===== config.mk =====
export PLATFORM = sky130hd
export DESIGN_NAME = glyph_coverage_alpha_blender_core
export DESIGN_NICKNAME = d
export VERILOG_FILES = /design/src/rtl/core/gcab_pkg.sv /design/src/rtl/core/gcab_alpha.sv /design/src/rtl/core/gcab_mix.sv /design/src/rtl/core/glyph_coverage_alpha_blender_core.sv
export SDC_FILE = /design/constraint.sdc
export NUM_CORES = 2
export LEC_CHECK = 0
export BUFFER_PORTS_ARGS = -buffer_cell sky130_fd_sc_hd__buf_2
export CORE_MARGIN = 2
export CORE_UTILIZATION = 57
export DETAILED_ROUTE_END_ITERATION = 10
export PLACE_DENSITY = 0.74
export SLEW_MARGIN = 15
export SYNTH_ARGS = -nofsm -noshare
export SYNTH_HDL_FRONTEND = slang
export SYNTH_SLANG_ARGS = --single-unit

===== constraint.sdc =====
create_clock -name aclk -period 8.7 [get_ports aclk]
set_input_delay 1.305 -clock aclk [delete_from_list [all_inputs] [get_ports aclk]]
set_output_delay 1.305 -clock aclk [all_outputs]
set_load 0.03 [all_outputs]

===== src/rtl/core/gcab_pkg.sv =====
// Shared types, constants and helpers for the glyph coverage alpha blender.
// No dependencies; used by every module in rtl/core.
package gcab_pkg;

    localparam int COV_W      = 8;
    localparam int PIX_W      = 32;
    localparam int CHAN_W     = 8;
    localparam int PROD_W     = 16;
    localparam int A5_W       = 6;
    localparam int CFG_IDX_W  = 3;
    localparam int CFG_DATA_W = 8;
    localparam int FMT_W      = 2;
    localparam int S_TDATA_W  = 40;
    localparam int M_TDATA_W  = 32;

    localparam logic [PIX_W-1:0] SPREAD_MASK = 32'h07e0_f81f;
    localparam logic [CHAN_W-1:0] CHAN_MAX   = 8'hff;

    // pixel formats
    localparam logic [FMT_W-1:0] FMT_RGBA32 = 2'd0;
    localparam logic [FMT_W-1:0] FMT_RGB24  = 2'd1;
    localparam logic [FMT_W-1:0] FMT_RGB565 = 2'd2;
    localparam logic [FMT_W-1:0] FMT_NONE   = 2'd3;  // unknown, pixel passes untouched

    // register indexes
    localparam logic [CFG_IDX_W-1:0] REG_TEXT_RED     = 3'd0;
    localparam logic [CFG_IDX_W-1:0] REG_TEXT_GREEN   = 3'd1;
    localparam logic [CFG_IDX_W-1:0] REG_TEXT_BLUE    = 3'd2;
    localparam logic [CFG_IDX_W-1:0] REG_TEXT_OPACITY = 3'd3;
    localparam logic [CFG_IDX_W-1:0] REG_PIXEL_FORMAT = 3'd4;

    // per-stage load enables, one bit per pipeline stage
    typedef struct packed {
        logic s1;
        logic s2;
        logic s3;
        logic s4;
    } stage_en_t;

    // text color as programmed
    typedef struct packed {
        logic [CHAN_W-1:0] red;
        logic [CHAN_W-1:0] green;
        logic [CHAN_W-1:0] blue;
        logic [CHAN_W-1:0] opacity;
        logic [FMT_W-1:0]  fmt;
    } cfg_t;

    // exact x/255 for x below 65280, where the quotient fits in 8 bits
    function automatic logic [CHAN_W-1:0] div255(input logic [PROD_W-1:0] x);
        logic [PROD_W:0] t;
        t = {1'b0, x} + {9'd0, x[15:8]} + 17'd1;
        return t[15:8];
    endfunction

endpackage


===== src/rtl/core/gcab_alpha.sv =====
// Stages 1 and 2: effective alpha = opacity * coverage / 255, plus 6-bit alpha.
// Depends on gcab_pkg.
module gcab_alpha (
    input  logic                            aclk,
    input  gcab_pkg::stage_en_t             en,
    input  gcab_pkg::cfg_t                  cfg,
    input  logic [gcab_pkg::COV_W-1:0]      coverage,
    input  logic [gcab_pkg::PIX_W-1:0]      background_pixel,
    output logic [gcab_pkg::CHAN_W-1:0]     alpha,
    output logic [gcab_pkg::A5_W-1:0]       alpha5,
    output logic [gcab_pkg::PIX_W-1:0]      bg_out,
    output logic                            wr_out
);

    localparam int PW = gcab_pkg::PROD_W;

    logic [gcab_pkg::PROD_W-1:0] prod1_reg, prod1_next;
    logic [gcab_pkg::PIX_W-1:0]  bg1_reg, bg2_reg;
    logic                        wr1_reg, wr1_next, wr2_reg;
    logic [gcab_pkg::CHAN_W-1:0] a2_reg, a2_next;
    logic [gcab_pkg::A5_W-1:0]   a5_2_reg, a5_2_next;
    logic [gcab_pkg::CHAN_W:0]   a_round;

    assign prod1_next = PW'(cfg.opacity) * PW'(coverage);
    // unknown format or zero coverage: pass through, no write
    assign wr1_next   = (coverage != '0) && (cfg.fmt != gcab_pkg::FMT_NONE);

    assign a2_next    = gcab_pkg::div255(prod1_reg);
    assign a_round    = {1'b0, a2_next} + 9'd4;
    assign a5_2_next  = a_round[8:3];

    always_ff @(posedge aclk) begin
        if (en.s1) begin
            prod1_reg <= prod1_next;
            bg1_reg   <= background_pixel;
            wr1_reg   <= wr1_next;
        end
        if (en.s2) begin
            a2_reg    <= a2_next;
            a5_2_reg  <= a5_2_next;
            bg2_reg   <= bg1_reg;
            wr2_reg   <= wr1_reg;
        end
    end

    assign alpha  = a2_reg;
    assign alpha5 = a5_2_reg;
    assign bg_out = bg2_reg;
    assign wr_out = wr2_reg;

endmodule


===== src/rtl/core/gcab_mix.sv =====
// Stages 3 and 4: per-channel products and RGB565 spread multiply, then
// divide by 255 / fold and select the result. Depends on gcab_pkg.
module gcab_mix (
    input  logic                            aclk,
    input  gcab_pkg::stage_en_t             en,
    input  gcab_pkg::cfg_t                  cfg,
    input  logic [gcab_pkg::CHAN_W-1:0]     alpha,
    input  logic [gcab_pkg::A5_W-1:0]       alpha5,
    input  logic [gcab_pkg::PIX_W-1:0]      bg_in,
    input  logic                            wr_in,
    output logic [gcab_pkg::PIX_W-1:0]      blended_pixel,
    output logic                            write_pixel
);

    localparam int W  = gcab_pkg::PIX_W;
    localparam int PW = gcab_pkg::PROD_W;

    // text color in RGB565, spread under the mask; config must stay static while busy, not enforced here
    logic [gcab_pkg::PROD_W-1:0] r31, g63, b31;
    logic [gcab_pkg::CHAN_W-1:0] r5_q, g6_q, b5_q;
    logic [15:0]                 fg565;
    logic [W-1:0]                fg_spread_reg, fg_spread_next;

    assign r31   = PW'(cfg.red)   * PW'(31);
    assign g63   = PW'(cfg.green) * PW'(63);
    assign b31   = PW'(cfg.blue)  * PW'(31);
    assign r5_q  = gcab_pkg::div255(r31);
    assign g6_q  = gcab_pkg::div255(g63);
    assign b5_q  = gcab_pkg::div255(b31);
    assign fg565 = {r5_q[4:0], g6_q[5:0], b5_q[4:0]};
    assign fg_spread_next = {fg565, fg565} & gcab_pkg::SPREAD_MASK;

    // stage 3
    logic [gcab_pkg::CHAN_W-1:0] bg_r, bg_g, bg_b, inv_a;
    logic [gcab_pkg::PROD_W-1:0] sum_r_next, sum_g_next, sum_b_next;
    logic [gcab_pkg::PROD_W-1:0] sum_r_reg, sum_g_reg, sum_b_reg;
    logic [W-1:0]                bsp_next, bsp_reg, diff, dprod_next, dprod_reg;
    logic [W-1:0]                bg3_reg;
    logic                        wr3_reg;

    always_comb begin
        if (cfg.fmt == gcab_pkg::FMT_RGBA32) begin
            bg_r = bg_in[31:24];
            bg_g = bg_in[23:16];
            bg_b = bg_in[15:8];
        end else begin
            bg_r = bg_in[23:16];
            bg_g = bg_in[15:8];
            bg_b = bg_in[7:0];
        end
    end

    assign inv_a      = gcab_pkg::CHAN_MAX - alpha;
    assign sum_r_next = PW'(cfg.red)   * PW'(alpha) + PW'(bg_r) * PW'(inv_a);
    assign sum_g_next = PW'(cfg.green) * PW'(alpha) + PW'(bg_g) * PW'(inv_a);
    assign sum_b_next = PW'(cfg.blue)  * PW'(alpha) + PW'(bg_b) * PW'(inv_a);

    assign bsp_next   = {bg_in[15:0], bg_in[15:0]} & gcab_pkg::SPREAD_MASK;
    assign diff       = fg_spread_reg - bsp_next;
    assign dprod_next = W'(diff * {{(W-gcab_pkg::A5_W){1'b0}}, alpha5});

    // stage 4
    logic [W-1:0] res_next, res565, out_reg;
    logic         wr4_reg;

    assign res565 = ((dprod_reg >> 5) + bsp_reg) & gcab_pkg::SPREAD_MASK;

    always_comb begin
        res_next = bg3_reg;
        if (wr3_reg) begin
            case (cfg.fmt)
                gcab_pkg::FMT_RGBA32: res_next = {gcab_pkg::div255(sum_r_reg),
                                                  gcab_pkg::div255(sum_g_reg),
                                                  gcab_pkg::div255(sum_b_reg),
                                                  gcab_pkg::CHAN_MAX};
                gcab_pkg::FMT_RGB24:  res_next = {8'd0,
                                                  gcab_pkg::div255(sum_r_reg),
                                                  gcab_pkg::div255(sum_g_reg),
                                                  gcab_pkg::div255(sum_b_reg)};
                gcab_pkg::FMT_RGB565: res_next = {16'd0, res565[31:16] | res565[15:0]};
                default:              res_next = bg3_reg;
            endcase
        end
    end

    always_ff @(posedge aclk) begin
        fg_spread_reg <= fg_spread_next;
        if (en.s3) begin
            sum_r_reg <= sum_r_next;
            sum_g_reg <= sum_g_next;
            sum_b_reg <= sum_b_next;
            bsp_reg   <= bsp_next;
            dprod_reg <= dprod_next;
            bg3_reg   <= bg_in;
            wr3_reg   <= wr_in;
        end
        if (en.s4) begin
            out_reg   <= res_next;
            wr4_reg   <= wr3_reg;
        end
    end

    assign blended_pixel = out_reg;
    assign write_pixel   = wr4_reg;

endmodule


===== src/rtl/core/glyph_coverage_alpha_blender_core.sv =====
// Top level of the glyph coverage alpha blender: config registers, stream
// handshake and stage valids. Depends on gcab_pkg, gcab_alpha, gcab_mix.
//
//  channel   direction  payload (low bits first)               handshake
//  s_*       in         coverage[7:0], background_pixel[39:8]  s_tvalid/s_tready
//  m_*       out        tdata: blended_pixel; tuser: write     m_tvalid/m_tready
//  cfg_*     in         index 0..4, 8-bit data                 cfg_we
//
// Four register stages: opacity*coverage, /255 alpha, channel products,
// /255 and format select into the output register. One transaction per cycle
// sustained while m_tready is high. Each stage holds its own valid bit and
// loads when empty or when the stage after it moves, so bubbles close up
// and the input flows while a result waits at the output, until stages fill.
// aresetn (synchronous) clears valids and sets config to its reset values.
module glyph_coverage_alpha_blender_core (
    input  logic                               aclk,
    input  logic                               aresetn,
    // tdata: coverage[7:0], background_pixel[39:8]
    input  logic                               s_tvalid,
    output logic                               s_tready,
    input  logic [gcab_pkg::S_TDATA_W-1:0]     s_tdata,
    // tdata: blended_pixel[31:0]
    output logic                               m_tvalid,
    input  logic                               m_tready,
    output logic [gcab_pkg::M_TDATA_W-1:0]     m_tdata,
    // tuser: write_pixel[0]
    output logic                               m_tuser,
    input  logic                               cfg_we,
    input  logic [gcab_pkg::CFG_IDX_W-1:0]     cfg_index,
    input  logic [gcab_pkg::CFG_DATA_W-1:0]    cfg_wdata
);

    // ---------------- configuration registers ----------------
    gcab_pkg::cfg_t cfg_reg, cfg_next;

    always_comb begin
        cfg_next = cfg_reg;
        if (cfg_we) begin
            case (cfg_index)
                gcab_pkg::REG_TEXT_RED:     cfg_next.red     = cfg_wdata;
                gcab_pkg::REG_TEXT_GREEN:   cfg_next.green   = cfg_wdata;
                gcab_pkg::REG_TEXT_BLUE:    cfg_next.blue    = cfg_wdata;
                gcab_pkg::REG_TEXT_OPACITY: cfg_next.opacity = cfg_wdata;
                gcab_pkg::REG_PIXEL_FORMAT: cfg_next.fmt     = cfg_wdata[1:0];
                default:                    cfg_next = cfg_reg;  // out of range
            endcase
        end
    end

    always_ff @(posedge aclk) begin
        if (!aresetn) begin
            cfg_reg.red     <= gcab_pkg::CHAN_MAX;
            cfg_reg.green   <= gcab_pkg::CHAN_MAX;
            cfg_reg.blue    <= gcab_pkg::CHAN_MAX;
            cfg_reg.opacity <= gcab_pkg::CHAN_MAX;
            cfg_reg.fmt     <= gcab_pkg::FMT_RGBA32;
        end else begin
            cfg_reg <= cfg_next;
        end
    end

    // ---------------- stage valids and flow control ----------------
    logic v1_reg, v2_reg, v3_reg, v4_reg;
    logic v1_next, v2_next, v3_next, v4_next;
    logic rdy1, rdy2, rdy3, rdy4;
    gcab_pkg::stage_en_t en;

    // a stage can take new data when empty or when its content moves on
    assign rdy4 = !v4_reg || m_tready;
    assign rdy3 = !v3_reg || rdy4;
    assign rdy2 = !v2_reg || rdy3;
    assign rdy1 = !v1_reg || rdy2;

    assign en.s1 = s_tvalid && rdy1;
    assign en.s2 = v1_reg && rdy2;
    assign en.s3 = v2_reg && rdy3;
    assign en.s4 = v3_reg && rdy4;

    assign v1_next = rdy1 ? s_tvalid : v1_reg;
    assign v2_next = rdy2 ? v1_reg   : v2_reg;
    assign v3_next = rdy3 ? v2_reg   : v3_reg;
    assign v4_next = rdy4 ? v3_reg   : v4_reg;

    always_ff @(posedge aclk) begin
        if (!aresetn) begin
            v1_reg <= 1'b0;
            v2_reg <= 1'b0;
            v3_reg <= 1'b0;
            v4_reg <= 1'b0;
        end else begin
            v1_reg <= v1_next;
            v2_reg <= v2_next;
            v3_reg <= v3_next;
            v4_reg <= v4_next;
        end
    end

    assign s_tready = rdy1;
    assign m_tvalid = v4_reg;

    // ---------------- datapath ----------------
    logic [gcab_pkg::CHAN_W-1:0] alpha;
    logic [gcab_pkg::A5_W-1:0]   alpha5;
    logic [gcab_pkg::PIX_W-1:0]  bg2;
    logic                        wr2;

    gcab_alpha u_alpha (
        .aclk             (aclk),
        .en               (en),
        .cfg              (cfg_reg),
        .coverage         (s_tdata[7:0]),
        .background_pixel (s_tdata[39:8]),
        .alpha            (alpha),
        .alpha5           (alpha5),
        .bg_out           (bg2),
        .wr_out           (wr2)
    );

    gcab_mix u_mix (
        .aclk          (aclk),
        .en            (en),
        .cfg           (cfg_reg),
        .alpha         (alpha),
        .alpha5        (alpha5),
        .bg_in         (bg2),
        .wr_in         (wr2),
        .blended_pixel (m_tdata),
        .write_pixel   (m_tuser)
    );

endmodule


Word level (Yosys, flattened, before mapping)
Cells that the tools add are included.
{"block": "totals", "reg_bits": 312, "in_bits": 56, "output_inout_bits": 35}
{"block": "op_classes", "add_sub_neg": 21, "multipliers": 11, "n_eq_ne": 7, "muxes": 5, "bitwise_logic": 1, "n_reduce_logical": 21}
{"cell": "8-bit by 8-bit multiplier with 16-bit output", "n": 7}
{"cell": "32-bit case mux with 3 select lines", "n": 1}
{"cell": "16-bit by 1-bit adder with 16-bit output, second input constant", "n": 4}
{"cell": "16-bit by 8-bit adder with 16-bit output", "n": 4}
{"cell": "16-bit adder", "n": 3}
{"cell": "32-bit by 6-bit multiplier with 32-bit output", "n": 1}
{"cell": "32-bit 2-to-1 mux", "n": 1}
{"cell": "27-bit by 27-bit subtractor with 28-bit output", "n": 1}
{"cell": "27-bit adder", "n": 1}
{"cell": "13-bit by 1-bit adder with 13-bit output, second input constant", "n": 2}
{"cell": "13-bit by 5-bit adder with 13-bit output", "n": 2}
{"cell": "8-bit by 5-bit multiplier with 13-bit output, second input constant", "n": 2}
{"cell": "8-bit 2-to-1 mux", "n": 3}
{"cell": "11-bit by 16-bit OR with 16-bit output", "n": 1}
{"cell": "14-bit by 1-bit adder with 14-bit output, second input constant", "n": 1}
{"cell": "14-bit by 6-bit adder with 14-bit output", "n": 1}
{"cell": "8-bit by 6-bit multiplier with 14-bit output, second input constant", "n": 1}
{"cell": "2-bit AND reduction", "n": 5}
{"cell": "8-bit by 3-bit adder with 9-bit output, second input constant", "n": 1}
{"cell": "8-bit nonzero test", "n": 1}
{"cell": "8-bit subtractor, first input constant", "n": 1}
{"cell": "3-bit by 2-bit equality test with 1-bit output, second input constant", "n": 2}
{"cell": "1-bit logical AND", "n": 5}
{"cell": "1-bit zero test", "n": 4}
{"cell": "8 further kinds", "n": 11}

Depth between registers and ports, before layout
{"block": "logic_depth", "ltp_word": 6, "ltp_mapped": 28, "ltp_nobuf": 28}

Modules after synthesis
Synthesis repeated with hierarchy kept, for this count alone.
{"block": "hier_totals", "hier_cells": 3546, "hier_area_um2": 35616.7}
{"mod": "gcab_mix", "instances": 1, "cells_each": 2994, "area_per_inst_um2": 28577.4, "seq_area_each_um2": 4554.4}
{"mod": "gcab_alpha", "instances": 1, "cells_each": 407, "area_per_inst_um2": 5462.7, "seq_area_each_um2": 2882.8}
{"mod": "glyph_coverage_alpha_blender_core", "instances": 1, "cells_each": 145, "area_per_inst_um2": 1576.5, "seq_area_each_um2": 760.7}

Least setup slack after synthesis
No wires, ideal clock.
{"block": "synth_path", "kind": "input to register", "start": "in m_tready", "end": "reg u_mix.bg3_reg[0] (enable)", "setup_time_ns": 0.587, "arrival_ns": 6.340, "setup_slack_ns": 1.773, "cell_stages": 3, "path_cell_list": "nor2b_1 and2_0 nor2b_1"}
{"item": "start: declaration", "line": "glyph_coverage_alpha_blender_core.sv:24", "rtl": "input logic m_tready,"}
{"item": "end signal: assignment", "line": "gcab_mix.sv:94", "rtl": "bg3_reg <= bg_in;"}
{"item": "end: declaration", "line": "gcab_mix.sv:38", "rtl": "logic [W-1:0] bg3_reg;"}

Worst setup path after layout
{"block": "layout_path", "start": "reg cfg_reg[1] in the netlist's numbering", "end": "reg u_mix.sum_b_reg[14] in the netlist's numbering, data pin"}
{"block": "layout_via", "elab_chain_len": 4}
{"item": "start: declaration", "line": "glyph_coverage_alpha_blender_core.sv:34", "rtl": "gcab_pkg::cfg_t cfg_reg, cfg_next;"}
{"item": "start signal: assignment", "line": "glyph_coverage_alpha_blender_core.sv:58", "rtl": "cfg_reg <= cfg_next;"}
{"item": "2-bit zero test", "line": "gcab_mix.sv:42", "rtl": "if (cfg.fmt == gcab_pkg::FMT_RGBA32) begin"}
{"item": "8-bit 2-to-1 mux", "line": "gcab_mix.sv:42"}
{"item": "8-bit by 8-bit multiplier with 16-bit output", "line": "gcab_mix.sv:56", "rtl": "assign sum_b_next = PW'(cfg.blue) * PW'(alpha) + PW'(bg_b) * PW'(inv_a);"}
{"item": "16-bit adder", "line": "gcab_mix.sv:56"}
{"item": "named net u_mix.sum_b_next, one bit", "line": "gcab_mix.sv:35", "rtl": "logic [gcab_pkg::PROD_W-1:0] sum_r_next, sum_g_next, sum_b_next;"}
{"item": "end signal: assignment", "line": "gcab_mix.sv:91", "rtl": "sum_b_reg <= sum_b_next;"}
{"item": "end: declaration", "line": "gcab_mix.sv:36", "rtl": "logic [gcab_pkg::PROD_W-1:0] sum_r_reg, sum_g_reg, sum_b_reg;"}
The timed path passes the listed nets, and every way through them passes these cells.
A chain may end at the register's enable or synchronous reset.

==> metrics.txt <==
max cap viols=0; crit-path max FO=26; Fin. Hold Viols=0; Synth Register Bits=291; antenna diode count=0; Die ar.=63600 um2; CTS resizes=0; Pins Over Slew Limit=0; drt total wl=80600 um; num ports=91; Die Wd=252 um; footprint of the multi-input gates=24000 um2; Worst-path clk slew=0.07 ns; Die H=252 um; unrepaired setup endpoints after global routing=no; Starting Density=57.2%; setup violators final=0; CP startpoint kind=flip-flop; Total GRT Usage=26.3%; Post-Syn Instances=3531; Synth async-reset ratio=0%; share of post-route cells with drive strength above 1=7.41%; Top cell by count, worst path=fa_1; max reg flops=34; initial antenna violation count=4; CP arrival=7.64 ns; DR iter-0 viols=1659; Post-Syn Area=35100 um2; via/cell ratio=5.50; status=finished clean; core area=61400 um2; Critical Path RT=9.03 ns; GRT Residual Overflow=0; crit-path cells=nor2_4 > mux2i_1 > or2_2 > fa_1 > fa_1 > inv_1 > ha_1 > fa_1 > inv_1 > fa_1 > inv_1 > fa_1 > ha_1 > a21oi_1 > o21bai_1 > a21oi_1 > nor2b_1 > o21a_1 > o31a_1 > o41ai_1 > xnor2_1; vias=24.2k; Port Buffer Count=90; Synth Area per Inst=9.95 um2; clk buf depth=3; Tmin final=7.30 ns; FF+latch area=8200 um2; Critical Path Max Stage Delay=0.94 ns; cell family with most CP delay=adder cells; largest net degree at the start of global routing=67; Setup CP Type=flip-flop to flip-flop; post-layout util=61.0%; worst-margin pin slew=1.05 ns; Synth cell types=80; R2R Setup Slk=1.40 ns; 1st-pass router iterations=5; fillcell total=5014; NumNets Final=4512; DR DRC count=0; number of flops mapped to enable cells by yosys=237; vias in the first global route=24.8k; routed len/inst=18.4 um; cts hold-fix bufs=0; slack of the critical path=1.40 ns; syn nets=4466; first-pass GRT wire length=131000 um; Peak Freq=137 MHz; CP max stage cell=nor2_4; CTS tree=yes; Max H-tree Level=1; Place WS=1.45 ns; Setup TNS=0 ns; Seq/Total Area, Yosys=23.3%; CTS root buffer=clkbuf_16; clk_lat worst skew=0.61 ns; routability cong.=0.903; setup bufs post-CTS=0; number of synthesis warnings=0; dpl hpwl=64100 um; P&R area growth vs syn=6.54%; Sink Count=291; Layout Skew=0.0281 ns; Final Cycle Share=84.0%; hold crit path type=flip-flop to flip-flop; Core Rows=91; CTS Buf Count=31; Max-slew headroom=30.1%; Final ANT Viol Nets=0; Buffers & Inverters on Critical Path=3; CP Capture Type=flip-flop; Primary FF master, synth=edfxtp_1
==> synthesized netlist by cell type (5+ instances only) <==
cell      number  area share [%]
dfxtp_1       54             3.1
a221oi_1       8            0.20
fa_1         487              28
nor3_1        26            0.37
a21o_1        34            0.73
xor2_1        58             1.4
clkbuf_1      92            0.98
nand2b_1      13            0.23
o211ai_1      15            0.32
a211oi_1       7            0.15
nand2_1      293             3.1
a31oi_1        8            0.14
and2_1       244             4.3
nand3_1       58            0.83
o221ai_1       8            0.20
o21ai_1       19            0.27
o22ai_1        9            0.16
or3_1          6            0.11
o21ai_0       44            0.63
xnor2_1      127             3.2
o21bai_1      18            0.38
nor3b_1        5            0.11
a21oi_1       93             1.3
inv_1        683             7.3
o41ai_1        6            0.15
o21a_1        32            0.68
ha_1         392              14
nor2_1       216             2.3
a21boi_0       5            0.11
or2_2         79             1.4
and3_1        11            0.20
nand4_1        7            0.12
edfxtp_1     237              20
nor2b_1       31            0.55
mux2i_1       29            0.83
==> final timing paths <==
kind	to	start	depth (start not counted)
max reg2reg	u_mix.sum_b_reg[14]	cfg_reg[1]	21
min	u_alpha.bg_out[4]	u_alpha.bg1_reg[4]	0
min reg2reg	u_alpha.bg_out[4]	u_alpha.bg1_reg[4]	0
max	u_mix.sum_b_reg[14]	cfg_reg[1]	21
==> kinds of logic (layout without fill, tap and decap cells) <==
family | count (synthesis) | in the layout | synth area share (%)
AND/OR/NAND/NOR | 1008 | 1008 | 14.1
adder cells (fa/ha/maj) | 879 | 879 | 41.7
buffers and inverters | 781 | 852 | 8.35
AO/OA/AOI/OAI | 355 | 355 | 6.88
flip-flops | 291 | 291 | 23.3
XOR/XNOR | 186 | 186 | 4.68
multiplexers | 31 | 31 | 0.890
==> cell usage in the layout (no fill, tap or decap), types with 13 or more instances in the layout <==
cell type | synthesis | routed
inv_1 | 683 | 683
fa_1 | 487 | 487
ha_1 | 392 | 392
nand2_1 | 293 | 293
and2_1 | 244 | 244
edfxtp_1 | 237 | 237
nor2_1 | 216 | 215
xnor2_1 | 127 | 127
a21oi_1 | 93 | 93
buf_2 | 2 | 90
or2_2 | 79 | 79
nand3_1 | 58 | 58
xor2_1 | 58 | 58
dfxtp_1 | 54 | 54
o21ai_0 | 44 | 44
a21o_1 | 34 | 34
o21a_1 | 32 | 32
clkbuf_16 | 0 | 31
mux2i_1 | 29 | 29
nor2b_1 | 31 | 29
nor3_1 | 26 | 26
buf_4 | 0 | 21
o21ai_1 | 19 | 19
o21bai_1 | 18 | 18
o211ai_1 | 15 | 15
nand2b_1 | 13 | 13
==> layout make-up <==
type / instances / area share, %
Multi-Input combinational cell: 2459 / 64.2
Sequential cell: 291 / 21.9
Inverter: 683 / 6.85
Tap cell: 790 / 2.64
Clock buffer: 37 / 2.19
Timing Repair Buffer: 111 / 1.62
Clock inverter: 21 / 0.548
==> routing by layer <==
layer / share of wire (%) / global-route usage, %
met5: 0 / 0
met3: 6.8 / 3.94
met4: 3.2 / 7.78
met1: 43 / 35.9
met2: 47 / 43.7
==> stage by stage <==
stage               instance area, um2  hold slack [ns]  std cells
floorplan                        35100            0.400       3531
global placement                 36400            0.402       4334
detailed placement               36400            0.405       4334
CTS                              37400            0.416       4392
global route                     37400            0.424       4392
finish                           37400            0.414       4392
Power is left out: the tool's default activity adds up to more than one toggle a clock period on the data nets, which glitch-free logic cannot reach.
